==> src/sv/lfupr_pkg.sv <==
// Shared constants and the frame cell control type for the LFU page replacement block.
package lfupr_pkg;

	localparam int CFG_W          = 5;
	localparam int PAGE_IN_W      = 8;
	localparam int FRAME_OUT_W    = 4;
	localparam int TOTAL_W        = 32;

	localparam int MAX_FRAMES_DEF = 16;
	localparam int PAGE_BITS_DEF  = 8;
	localparam int COUNT_BITS_DEF = 16;

	localparam logic [CFG_W-1:0] FRAMES_RESET = 5'd16;

	typedef struct packed {
		logic clear_all;
		logic cnt_upd;
		logic load;
	} cell_ctl_t;

endpackage

==> src/sv/lfupr_cell.sv <==
// One frame cell: holds a resident page and its count, and passes the lookup beat on.
module lfupr_cell #(
	parameter int PAGE_BITS  = lfupr_pkg::PAGE_BITS_DEF,
	parameter int COUNT_BITS = lfupr_pkg::COUNT_BITS_DEF,
	parameter int MAX_FRAMES = lfupr_pkg::MAX_FRAMES_DEF,
	parameter int IDX        = 0,
	localparam int FI_W      = (MAX_FRAMES > 1) ? $clog2(MAX_FRAMES) : 1,
	localparam int NW        = $clog2(MAX_FRAMES + 1)
) (
	input  logic                    clk,
	input  logic                    arst_n,
	input  lfupr_pkg::cell_ctl_t    ctl,
	input  logic [PAGE_BITS-1:0]    page,
	input  logic [COUNT_BITS-1:0]   new_cnt,
	input  logic [NW-1:0]           n,
	input  logic [FI_W-1:0]         ptr,
	input  logic                    up_hit,
	input  logic [FI_W-1:0]         up_hit_idx,
	input  logic                    up_empty,
	input  logic [FI_W-1:0]         up_empty_idx,
	input  logic                    up_best,
	input  logic [COUNT_BITS-1:0]   up_best_cnt,
	input  logic [FI_W-1:0]         up_best_dist,
	input  logic [FI_W-1:0]         up_best_idx,
	input  logic [PAGE_BITS-1:0]    up_best_page,
	output logic                    dn_hit,
	output logic [FI_W-1:0]         dn_hit_idx,
	output logic                    dn_empty,
	output logic [FI_W-1:0]         dn_empty_idx,
	output logic                    dn_best,
	output logic [COUNT_BITS-1:0]   dn_best_cnt,
	output logic [FI_W-1:0]         dn_best_dist,
	output logic [FI_W-1:0]         dn_best_idx,
	output logic [PAGE_BITS-1:0]    dn_best_page
);
	import lfupr_pkg::*;

	localparam int DW = NW + 1;
	localparam logic [NW-1:0]   IDX_N = NW'(IDX);
	localparam logic [FI_W-1:0] IDX_F = FI_W'(IDX);

	logic                  valid_q;
	logic [PAGE_BITS-1:0]  page_q;
	logic [COUNT_BITS-1:0] cnt_q;

	logic                  hit_q, empty_q, best_q;
	logic [FI_W-1:0]       hit_idx_q, empty_idx_q, best_dist_q, best_idx_q;
	logic [COUNT_BITS-1:0] best_cnt_q;
	logic [PAGE_BITS-1:0]  best_page_q;

	logic            active, occupied, match, empty, better;
	logic [DW-1:0]   wrap;
	logic [FI_W-1:0] offs;

	always_comb begin
		active   = IDX_N < n;
		occupied = active && valid_q;
		match    = occupied && (page_q == page);
		empty    = active && !valid_q;
		wrap     = DW'(IDX) + DW'(n) - DW'(ptr);
		offs     = (IDX_F >= ptr) ? (IDX_F - ptr) : FI_W'(wrap);
		better   = occupied && (!up_best || (cnt_q < up_best_cnt) ||
			((cnt_q == up_best_cnt) && (offs < up_best_dist)));
	end

	always_ff @(posedge clk or negedge arst_n) begin
		if (!arst_n) begin
			valid_q <= 1'b0;
		end else if (ctl.clear_all) begin
			valid_q <= 1'b0;
		end else if (ctl.load) begin
			valid_q <= 1'b1;
		end
	end

	always_ff @(posedge clk) begin
		if (ctl.load) begin
			page_q <= page;
			cnt_q  <= new_cnt;
		end else if (ctl.cnt_upd && valid_q && (page_q == page)) begin
			cnt_q <= new_cnt;
		end
	end

	// lookup carry, one cell per cycle
	always_ff @(posedge clk or negedge arst_n) begin
		if (!arst_n) begin
			hit_q   <= 1'b0;
			empty_q <= 1'b0;
			best_q  <= 1'b0;
		end else begin
			hit_q   <= up_hit || match;
			empty_q <= up_empty || empty;
			best_q  <= up_best || occupied;
		end
	end

	always_ff @(posedge clk) begin
		hit_idx_q   <= up_hit ? up_hit_idx : IDX_F;
		empty_idx_q <= up_empty ? up_empty_idx : IDX_F;
		if (better) begin
			best_cnt_q  <= cnt_q;
			best_dist_q <= offs;
			best_idx_q  <= IDX_F;
			best_page_q <= page_q;
		end else begin
			best_cnt_q  <= up_best_cnt;
			best_dist_q <= up_best_dist;
			best_idx_q  <= up_best_idx;
			best_page_q <= up_best_page;
		end
	end

	assign dn_hit       = hit_q;
	assign dn_hit_idx   = hit_idx_q;
	assign dn_empty     = empty_q;
	assign dn_empty_idx = empty_idx_q;
	assign dn_best      = best_q;
	assign dn_best_cnt  = best_cnt_q;
	assign dn_best_dist = best_dist_q;
	assign dn_best_idx  = best_idx_q;
	assign dn_best_page = best_page_q;

endmodule
==> config.mk <==
export PLATFORM = sky130hd
export DESIGN_NAME = lfupr_cell
export DESIGN_NICKNAME = d
export VERILOG_FILES = /design/src/sv/lfupr_pkg.sv /design/src/sv/lfupr_cell.sv
export SDC_FILE = /design/constraint.sdc
export NUM_CORES = 1
export LEC_CHECK = 0
export BUFFER_PORTS_ARGS = -buffer_cell sky130_fd_sc_hd__buf_2
export CAP_MARGIN = 5
export CORE_MARGIN = 3
export CORE_UTILIZATION = 43
export CTS_CLUSTER_DIAMETER = 200
export CTS_CLUSTER_SIZE = 16
export DETAILED_ROUTE_END_ITERATION = 10
export MAX_ROUTING_LAYER = met4
export PLACE_DENSITY = 0.83
export SYNTH_ARGS = -nofsm -noshare
export SYNTH_HDL_FRONTEND = slang
export SYNTH_SLANG_ARGS = --single-unit
==> constraint.sdc <==
create_clock -name clk -period 2.2 [get_ports clk]
set_input_delay 0.11 -clock clk [delete_from_list [all_inputs] [get_ports clk]]
set_output_delay 0.11 -clock clk [all_outputs]
set_load 0.02 [all_outputs]
==> results of run 1 <==
==> stage by stage <==
stage               setup TNS [ns]  hold WS, ns
detailed placement          -18.15      -0.0839
CTS                          -9.09     0.000681
global placement            -16.61      -0.0846
floorplan                    -7.69       -0.186
global route                -12.59      0.00306
finish                      -10.92       0.0130
==> path summary, 6_finish.rpt <==
check	end	slack (ns)	cells after the start
worst max-delay path	dn_best_cnt[12]	-0.40	8
worst min-delay path	dn_empty_idx[2]	0.01	2
worst max register to register	dn_best_cnt[12]	-0.40	8
worst min register to register	dn_best_cnt[12]	0.51	1
max in group asynchronous	dn_hit	1.96	2
min in group asynchronous	dn_empty	0.13	2
==> area by class of cell <==
class                      instances  area (sq um)
fill                             425          1670
timing repair buffer             196          1360
sequential                        68          1620
clock buffer                      10           149
tap                               77          96.3
multi-input combinational        123          1360
clock inverter                     6          61.3
inverter                          24           103
antenna                            2          5.00
==> power by group through the flow <==
stage	Clock, mW	Combinational (mW)	Sequential (mW)
6_report	1.07	0.720	1.45
5_1_grt	1.16	0.779	1.46
4_1_cts	1.08	0.678	1.44
3_5_place_dp	0	0.571	1.47
3_3_place_gp	0	0.557	1.46
2_1_floorplan	0	0.246	1.55
==> cells in the mapped netlist, types with 5 or more instances <==
| cell | count | area [sq um] |
|---|---|---|
| ha_1 | 23 | 288 |
| a21oi_1 | 7 | 35.0 |
| edfxtp_1 | 24 | 721 |
| and2_1 | 8 | 50.1 |
| dfxtp_1 | 40 | 801 |
| nor2b_1 | 5 | 31.3 |
| inv_1 | 24 | 90.1 |
| mux2_2 | 26 | 293 |
| xor2_1 | 9 | 78.8 |
==> worst max-delay path: stages (launching register included) <==
cell and delay [ns]:
edfxtp_1 0.39, ha_1 0.34, a21oi_1 0.24, a211oi_2 0.12, or4b_4 0.56, a31oi_4 0.22
buf_6 0.15, buf_12 0.13, mux2_2 0.33
==> cells by family after synthesis <==
| kind of cell | after synthesis | share of synthesized area |
|---|---|---|
| mux | 30 | 0.117 |
| compound gates | 23 | 0.0571 |
| xor+xnor | 11 | 0.0336 |
| fa+ha+maj | 24 | 0.107 |
| buf+inv | 27 | 0.0431 |
| flops | 68 | 0.565 |
| simple gates | 35 | 0.0771 |
==> registers in the layout, indices dropped and copies added (netlist names) <==
register / flops
cnt_q: 16
dn_best_cnt: 16
dn_best_page: 8
page_q: 8
dn_best_dist: 4
dn_best_idx: 4
dn_empty_idx: 4
dn_hit_idx: 4
dn_best: 1
dn_empty: 1
dn_hit: 1
valid_q: 1
==> what timing repair did <==
action / 4_1_cts / 5_1_grt
cloned: 2 / 0
gates resized for setup: 11 / 18
pin swaps: 0 / 4
buffers inserted: 3 / 5
hold buffers: 45 / 1
endpoints found under the setup margin: 32 / 32
hold endpoints to repair: 48 / 1
==> routing by layer <==
metal	GRT usage	vias up	part of all wire
met5	-	-	0
met1	0.219	1110	0.38
met4	0.0934	0	0.027
met3	0.0461	16	0.044
met2	0.361	87	0.55
li1	-	1177	-
==> results, run 1 <==
- The flow ran to the end, but the final reports show violations.
- The final reports fail on negative setup slack.
- The port buffer count is 123.
- The longest clock path from root to sink contains 2 buffers.
- The count of unresolved DRC violations after routing is 0.
- CTS built an H-tree with a depth of 3.
- Once placement finished, the instance area stood at 3810 sq um.
- The count of max-cap constraint violations is 0.
- Dividing the final minimum period by the clock period gives 1.18.
- The arrival time of the worst setup path is 2.82 ns.
- The post-synthesis sequential element count is 68.
- The category of the worst setup path launch point is a flip-flop.
- The type of the worst setup path is reg -> reg.
- The prevailing post-synth register cell is dfxtp_1.
- Of the total power, the clock network draws 0.331.
- Yosys printed 0 warnings.
- The final design utilization is 0.740.
- Setup slack on the critical path of the routed design comes to -0.402 ns.
- Leaving out fill and tap cells, the most frequent cells in the layout are buf_2, dlygate4sd3_1, dfxtp_1.
- The type of element capturing the critical path is a flip-flop.
- The clock sink count is 68.
- For the worst setup path, the data required time is 2.42 ns.
- The count of placed standard cells in the final layout, fillers left out is 506.
- After detailed routing, the average wire length per cell comes to 15.3 um.
- The static power due to leakage is 2.27 nW.
- Of the cells placed in the final design, the portion with a size suffix greater than 1 is 0.508.
- The actual transition at the worst max-transition pin is 0.462 ns.
- The final wirelength is 7720 um.
- The number of global-route vias before repair was 2505.
- The most critical setup path has its startpoint at cnt_q[7].
- The clock tree from TritonCTS is built.
- The pre-antenna-repair detailed-routing pass consisted of 4 iterations.
- In this run the power density over the cells is 681 nW/um^2.
- The residual overflow from global routing is 0.
- The total count of max-transition violations in the final report came to 0.
- Dividing the detail-routed via count by the number of cells gives 4.72.
- The fraction of registers with async set or reset after synthesis is 0.0588.
- Before CTS, the worst setup slack after placement is -0.620 ns.
- In this run the most critical hold path is launched from up_empty.
- Summing every instance area after synthesis gives 2870 sq um.
- The number of buffers created by CTS is 9.
- The finished layout cell area is 4750 sq um.
- The initial antenna violation count is 2.
- In this run the vertical extent of the chip is 87.7 um.
- Detailed placement ended at an HPWL of 5000 um.
- The area overhead of the layout relative to synthesis is 65.5%.
- The floorplan has 29 rows.
- The tightest min-delay check is of the in -> reg type.
- At the end of the flow, the number of nets in the layout was 527.
- Routability-driven placement finished with a final weighted congestion of 0.776.
- Clock-pin slew was measured on the worst setup and hold paths at 0.08 ns.
- For the worst-skew pair, the clock arrives at the later sink with an insertion delay of 0.34 ns.
- The sequential share of the synthesized area is 0.565.
- The peak fanout along the critical path is 8.
- Setup violations remaining at the end of the flow were counted as 32.
- The launch instance of the worst register-to-register path is cnt_q[7].
- The count of different cell masters after synthesis is 35.
- After the first detailed-routing iteration, the DRC count stood at 84.
- The internal power of the cells totals 2.39 mW.
- For this run, the top clock speed supported by timing is 0.384 GHz.
- Setup repair after global routing could not meet its margin everywhere.
- The per-instance average area after synthesis is 13.2 sq um.
- The area inside the core boundary is 6420 sq um.
- The clock skew after layout is 0.0152 ns.
- The synthesized netlist net count is 323.
- The largest net degree at the start of global routing is 17.
- For the finished layout, the period the worst path requires is 2.60 ns.
- The worst-case headroom to the max-slew limit is 0.689.
- The hold violation count in the final report is 0.
- The all-layer global routing usage is 0.205.
- Synthesis produced a netlist whose cell count is 218.
- The most common cell after layout, fill and taps aside is buf_2.
- The library cell used as clock root buffer is clkbuf_8.
- The area of the die is 7690 sq um.
- Once placement completed, the tool counted placed cells totaling 433.
- The largest voltage drop on the vdd net is 0.449 mV.
- The initial utilization of the core area, before any placement, comes to 0.447.
- The completed layout was analyzed and its total power is 3.24 mW.
- The share of total power dissipated in sequential elements is 0.447.
- The number of flops mapped to enable cells by yosys is 24.
- During I/O placement, the number of pins put on the boundary was 124.
- The net switching fraction of the power is 0.263.
- The via count is 2390.
- The wire length of the first global-routing pass is 11400 um.
- The count of nets left with antenna violations once routing finished came out at 0.
- The die width is 87.7 um.
- In this run the power spent charging and discharging nets is 851 uW.
- The share of total power dissipated in combinational logic is 0.222.
No activity file was read; power rests on OpenSTA's default activity.
==> run 2: changes to the inputs <==
--- a/config.mk
+++ b/config.mk
@@ -7,8 +7,10 @@
 export LEC_CHECK = 0
 export BUFFER_PORTS_ARGS = -buffer_cell sky130_fd_sc_hd__buf_2
 export CAP_MARGIN = 5
+export CELL_PAD_IN_SITES_DETAIL_PLACEMENT = 0
+export CELL_PAD_IN_SITES_GLOBAL_PLACEMENT = 1
 export CORE_MARGIN = 3
-export CORE_UTILIZATION = 43
+export CORE_UTILIZATION = 33
 export CTS_CLUSTER_DIAMETER = 200
 export CTS_CLUSTER_SIZE = 16
 export DETAILED_ROUTE_END_ITERATION = 10
@@ -17,3 +19,4 @@
 export SYNTH_ARGS = -nofsm -noshare
 export SYNTH_HDL_FRONTEND = slang
 export SYNTH_SLANG_ARGS = --single-unit
+export TNS_END_PERCENT = 1
==> run 2 against run 1 <==
Compared with the run above:
- the flow still finishes with violations (negative setup slack)
- routed wire length decreased by 9.6%
- setup slack improved by 0.095 ns
- global-route usage decreased by 5.7 points
- die area increased by 28%
- non-clock buffer count decreased by 2
- sequential share of layout area increased by 0.78 points
- total power decreased by 3.8%
- flip-flop and latch count unchanged
- clock power decreased by 5%
- utilization decreased by 18 points
- clock-buffer cell count decreased by 1
- worst hold slack got worse by 0.0045 ns
- critical endpoint is now dn_best_page[1]
- largest cell class unchanged
- highest routed layer unchanged
==> results, run 2 (same netlist as run 1, synthesis figures left out) <==
- Counting instances, the worst hold path has a depth of 2.
- The post-route clock period utilization is 1.14.
- The worst hold path terminates at dn_best_idx[2].
- Port buffering added 123 buffers.
- The first global-routing pass estimated 11200 um of wire.
- The library cell used as clock root buffer is clkbuf_8.
- The finished layout cell area is 4650 sq um.
- The net count of the finished layout is 525.
- The number of DRC markers after the initial detailed-route iteration is 19.
- The final route contains 2342 vias.
- Counting the buffers created by CTS gives 9.
- At the worst endpoint, the required time is 2.43 ns.
- Between clock sinks in the finished design, the worst skew comes to 0.0116 ns.
- The type of the worst setup path is reg -> reg.
- After detailed routing, the total wire length is 6980 um.
- CTS saw 68 sinks.
- The total count of max-transition violations in the final report is 0.
- The worst register-to-register path begins at cnt_q[11].
- The number of global-route vias before repair is 2468.
- The detailed-route wire length per cell is 13.2 um.
- 0 antenna diodes ended up in the layout.
- The number of cells on the worst reg-to-reg path is 8.
- In this run the most critical hold path is launched from up_best_idx[2].
- The category of the worst setup path launch point is a flip-flop.
- The flow ran to the end, but the final reports show violations.
- The checks that failed: negative setup slack.
- The initial antenna violation count is 0.
- After layout, the worst setup slack is -0.307 ns.
- The number of I/O pins is 124.
- The area inside the core boundary is 8340 sq um.
- The half-perimeter wire length after detailed placement is 5050 um.
- The worst flop-to-flop path endpoint is dn_best_page[1].
- The die covers 9860 sq um.
- Entering global routing, the biggest net connects 18 pins.
- The final weighted congestion in routability-driven placement is 0.838.
- The pre-antenna-repair detailed-routing pass consisted of 4 iterations.
- For this design the ratio of total power to cell area is 670 nW/um^2.
- Total power for the finished layout comes to 3.11 mW.
- Setup repair after global routing could not meet its margin everywhere.
- The hold violation count in the final report is 0.
- The number of rows created at floorplan is 33.
- The routed design could run at a clock period as short as 2.51 ns.
- Timing would allow up to 0.399 GHz.
- The layout has 726 filler cells.
- The arrival time of the worst setup path is 2.74 ns.
- The tightest min-delay check is of the in -> reg type.
- The initial utilization of the core area, before any placement, comes to 0.344.
- After clock tree synthesis, the clock-pin slew on the worst setup and hold paths is 0.08 ns.
- For this run, the total global-route usage over all layers was measured as 0.149.
- The residual overflow from global routing is 0.
- Of all nets on the critical path, the largest fanout is 17.
- The type of element capturing the critical path is a flip-flop.
- The fraction of final layout cells sized beyond drive strength 1 is 0.473.
- The library cell used most frequently in the layout, excluding fill and tap cells, is buf_2.
- TritonCTS built the clock tree.
- The floorplan step set the die width to 99.3 um.
- The clock passes through at most 2 buffers.
- The count of unresolved DRC violations after routing is 0.
- The count of max-cap constraint violations is 0.
- The worst register-to-register path has a setup slack of -0.31 ns.
- The library cells used most frequently in the layout, excluding fill and tap cells, are buf_2, dlygate4sd3_1, dfxtp_1.
- The die is 99.3 um tall.
- The actual transition at the worst max-transition pin is 0.456 ns.
- In the routed layout, each cell is associated on average with a via count of 4.42.
- After detailed placement, the total cell area comes to 3850 sq um.
- The static power due to leakage is 2.22 nW.
- Headroom to the max-slew limit came out at 0.693.
- The worst-case IR drop observed on VDD is 0.374 mV.
- The count of nets left with antenna violations once routing finished came out at 0.
- The pre-CTS setup slack is -0.633 ns.
- The CTS H-tree depth is 3.
- The final setup violation count is 32.
- Buffers added to address setup during post-CTS repair amount to 0.
- The area overhead of the layout relative to synthesis is 61.8%.
- The source-to-sink clock delay at the later pin of the worst-skew pair is 0.34 ns.
## run 2: cell types whose count changed in the layout (fill, tap and decap cells not counted), sizes merged
cell / before / now
buf: 150 / 145
clkbuf: 10 / 9
clkinv: 4 / 5
clkinvlp: 1 / 0
diode: 2 / 0
dlygate4sd3: 46 / 49
inv: 24 / 25
## run 2: final cells by class
type                       count  area [sq um]  share of cell area
sequential                    68          1620               0.349
timing repair buffer         194          1300               0.279
inverter                      24           103              0.0221
multi-input combinational    123          1290               0.279
clock inverter                 7          75.1              0.0162
clock buffer                   9           124              0.0267
tap                          105           131              0.0283
## run 2: per-stage QoR
stage          hold WS (ns)  instances  setup TNS, ns  utilization
2_1_floorplan        -0.186        218          -7.65            -
3_3_place_gp        -0.0842        465         -17.48        0.461
3_5_place_dp        -0.0832        465         -18.85        0.461
4_1_cts           0.0000351        530          -9.92        0.551
5_1_grt             0.00502        530         -11.48        0.557
6_report            0.00847        530          -8.23        0.557
## run 2: worst max path at each step
stage	from	endpoint	slack, ns	cells past startpoint
final	cnt_q[11]	dn_best_page[1]	-0.31	8
after global routing	cnt_q[1]	dn_best_page[0]	-0.40	8
after CTS	cnt_q[1]	dn_best_page[1]	-0.36	8
after detailed placement	n[0]	dn_best_page[1]	-0.63	14
after global placement	n[0]	dn_best_page[6]	-0.59	14
after floorplan	n[0]	dn_best_cnt[0]	-0.29	13
## run 2: critical path, cell delays in order (launching register included)
cell	delay, ns
edfxtp_1	0.40
ha_1	0.32
nand4_1	0.13
nor3_1	0.09
a21boi_1	0.14
or4b_4	0.52
a31oi_4	0.25
buf_12	0.21
mux2_2	0.34
## run 2: layer usage
layer  share of wire  GRT usage  up-vias
li1                -          -     1167
met1            0.43      0.165     1087
met2            0.50      0.257       72
met3           0.050     0.0273       16
met4           0.024     0.0714        0
met5               0          -        -
## run 2: timing repair
item	in CTS	in global routing
endpoints found under the hold margin	52	0
resized for setup	13	5
setup endpoints to repair	32	32
pin swaps	0	2
gates cloned	0	0
hold buffers	49	0
## run 2: where the power goes
| group | switching, mW | leakage (nW) | total, mW | internal (mW) |
|---|---|---|---|---|
| clock | 0.487 | 0.104 | 1.02 | 0.529 |
| sequential | 0.0363 | 0.616 | 1.44 | 1.40 |
| combinational | 0.304 | 1.50 | 0.657 | 0.353 |
| total | 0.827 | 2.22 | 3.11 | 2.29 |
==> run 3: changes to the inputs <==
--- a/config.mk
+++ b/config.mk
@@ -16,6 +16,7 @@
 export DETAILED_ROUTE_END_ITERATION = 10
 export MAX_ROUTING_LAYER = met4
 export PLACE_DENSITY = 0.83
+export SETUP_SLACK_MARGIN = 0.3
 export SYNTH_ARGS = -nofsm -noshare
 export SYNTH_HDL_FRONTEND = slang
 export SYNTH_SLANG_ARGS = --single-unit
==> constraint.sdc (replaced) <==
create_clock -name clk -period 2.2 [get_ports clk]
set_input_delay 0.11 -clock clk [delete_from_list [all_inputs] [get_ports clk]]
set_output_delay 0.11 -clock clk [all_outputs]
set_load 0.01 [all_outputs]
==> run 3 against run 2 <==
Compared with the run above:
- the flow still finishes with violations (negative setup slack)
- utilization grew 0.075 points
- largest power group unchanged
- final area grew 0.13%
- routed wire length grew 0.16%
- total power shrank 1.7%
- clock skew is essentially flat
- clock-buffer cell count is the same
- cell count is the same
- flip-flop and latch count is the same
- global-route usage is the same
- via count grew 0.34%
- die area is the same
==> results, run 3 (same netlist as run 1, synthesis figures left out) <==
- The clock-pin slew of the registers on the worst-case setup and hold paths is 0.08 ns.
- The repair_antennas step left the layout with diodes totalling 0.
- The area of the die is 9860 sq um.
- The number of buffers created by CTS is 9.
- In the final layout, flip-flops and latches occupy 1620 sq um.
- The type of the worst min-delay path is in -> reg.
- The setup slack of the most critical reg-to-reg path is -0.31 ns.
- Setup slack on the critical path of the routed design comes to -0.307 ns.
- The fraction of final layout cells sized beyond drive strength 1 is 0.475.
- For this design the ratio of total power to cell area is 658 nW/um^2.
- The post-detailed-route count of antenna-violating nets is 0.
- In the routed design, unresolved DRC markers number 0.
- The initial antenna violation count is 0.
- The critical path is of the reg -> reg type.
- The delay of the slowest cell on the worst path is 0.52 ns.
- The final route contains 2350 vias.
- The actual transition at the worst max-transition pin is 0.385 ns.
- The checks that failed: negative setup slack.
- The signal on the critical path passes through ha_1 > nand4_1 > nor3_1 > a21boi_1 > or4b_4 > a31oi_4 > buf_12 > mux2_2.
- The library cells used most frequently in the layout, excluding fill and tap cells, are buf_2, dlygate4sd3_1, dfxtp_1.
- The worst flop-to-flop path endpoint is dn_best_page[1].
- The clock passes through at most 2 buffers.
- The number of I/O pins is 124.
- The wire length of the first global-routing pass is 11200 um.
- The fill cell instance count of the final layout is 726.
- In this run the most critical hold path is launched from up_best_idx[2].
- At the worst endpoint, the required time is 2.43 ns.
- VDD sags by at most 0.371 mV.
- The hold-critical path endpoint is dn_best_idx[2].
- The clock tree from TritonCTS is built.
- The area inside the core boundary is 8340 sq um.
- Across every metal layer, demand over resource in global routing totals 0.149.
- After the first detailed-routing iteration, the DRC count stood at 20.
- The number of rows created at floorplan is 33.
- The pre-CTS setup slack is -0.633 ns.
- The tree is rooted in a clkbuf_8.
- In this run the critical register-to-register path is launched from cnt_q[11].
- The congestion estimate from routability-driven global placement came to 0.838.
- The die width is 99.3 um.
- In this run the worst path has a maximum fanout of 17.
- The initial utilization of the core area, before any placement, comes to 0.344.
- The finished cells cover 4650 sq um.
- The cell depth of the worst hold path is 2.
- The most common cell after layout, fill and taps aside is buf_2.
- After the flow finishes, the layout carries non-filler instances totaling 530.
- The net count of the finished layout is 525.
- Counting tap cells, the placed design contains a total of 465 instances.
- Setup repair after global routing could not meet its margin everywhere.
- The total count of max-transition violations in the final report is 0.
- Static timing analysis puts the maximum clock frequency at 0.399 GHz.
- Data on the critical path arrives at its endpoint at 2.74 ns.
- The via-per-instance ratio is 4.43.
- The clock reaches the later pin of the worst-skew pair after 0.34 ns.
- The floorplan step set the die height to 99.3 um.
- The tool flagged a number of max-cap violations equal to 0.
- The area overhead of the layout relative to synthesis is 62.0%.
- The type of element capturing the critical path is a flip-flop.
- The category of the worst setup path launch point is a flip-flop.
- The clock sink count is 68.
- The number of buffer and inverter stages on the critical path is 1.
- The cell type group with the largest total delay on the critical path is simple AND/OR/NAND/NOR gates.
- The final setup violation count is 32.
- Global routing finished with a remaining overflow of 0.
- The number of global-route vias before repair is 2468.
- Dividing the final minimum period by the clock period gives 1.14.
- The depth of the worst register-to-register path is 8.
- The port buffer count is 123.
- The final design utilization is 0.558.
- The static power due to leakage is 2.22 nW.
- After detailed placement, the total cell area comes to 3850 sq um.
- The run finished, with violations left.
- The clock skew after layout is 0.0116 ns.
- The post-route setup TNS is -8.23 ns.
- The H-tree generated during clock tree synthesis spans 3 levels.
- Detailed placement ended at an HPWL of 5050 um.
- The final critical-path required period is 2.51 ns.
- In this run the tightest slew margin relative to its limit is 0.742.
- The number of iterations in the first detailed-routing pass is 4.
- The hold violation count in the final report is 0.
- Dividing the detail-routed wire length by the instance count gives 13.2 um.
- The final wirelength is 6990 um.
- The cell type of the slowest stage on the worst timing path is or4b_4.
- Entering global routing, the biggest net connects 18 pins.
- The combined area of the multi-input logic cells is 1300 sq um.
- In this run the post-CTS setup repair buffer count came out at 0.
## run 3: cell counts in the layout (fill, tap and decap cells not counted)
Identical to the previous run, type by type.
## run 3: how the worst max path moves through the flow
stage                   start         endpoint  cells after the start
floorplan                n[0]   dn_best_cnt[0]                     13
global placement         n[0]  dn_best_page[6]                     14
detailed placement       n[0]  dn_best_page[1]                     14
CTS                  cnt_q[1]  dn_best_page[1]                      8
global route         cnt_q[1]  dn_best_page[0]                      8
finish              cnt_q[11]  dn_best_page[1]                      8
## run 3: stage by stage
step	hold slack, ns	total power [mW]
after CTS	0.0000351	3.09
after global routing	0.00502	3.22
after detailed placement	-0.0832	1.98
after global placement	-0.0842	1.97
final	0.00846	3.06
after floorplan	-0.186	1.74
## run 3: area by class of cell
cell class	count	share of cell area
Inverter	24	0.0221
Multi-Input combinational cell	123	0.280
Sequential cell	68	0.349
Tap cell	105	0.0282
Timing Repair Buffer	194	0.279
Clock inverter	7	0.0161
Clock buffer	9	0.0266
## run 3: repair_timing
item	4_1_cts	5_1_grt
pin swaps	0	2
gates resized for setup	13	6
setup endpoints to repair	32	48
hold endpoints to repair	52	0
hold buffers	49	0
## run 3: where the power goes
group	internal, mW	total (mW)	switching, mW
sequential	1.40	1.44	0.0363
combinational	0.353	0.606	0.253
clock	0.529	1.02	0.486
total	2.29	3.06	0.776
## run 3: worst register-to-register path: stages (launching register included)
cell and delay (ns):
edfxtp_1 0.40, ha_1 0.32, nand4_1 0.13, nor3_1 0.09, a21boi_1 0.14, or4b_4 0.52, a31oi_4 0.25, buf_12 0.21
mux2_2 0.35
## run 3: layer usage
metal | share of wire | vias up | routed length, um | GRT usage
met2 | 0.50 | 74 | 3500 | 0.257
met1 | 0.42 | 1092 | 2950 | 0.165
met3 | 0.053 | 16 | 373 | 0.0273
li1 | - | 1168 | - | -
met4 | 0.024 | 0 | 170 | 0.0714
met5 | 0 | - | 0 | -
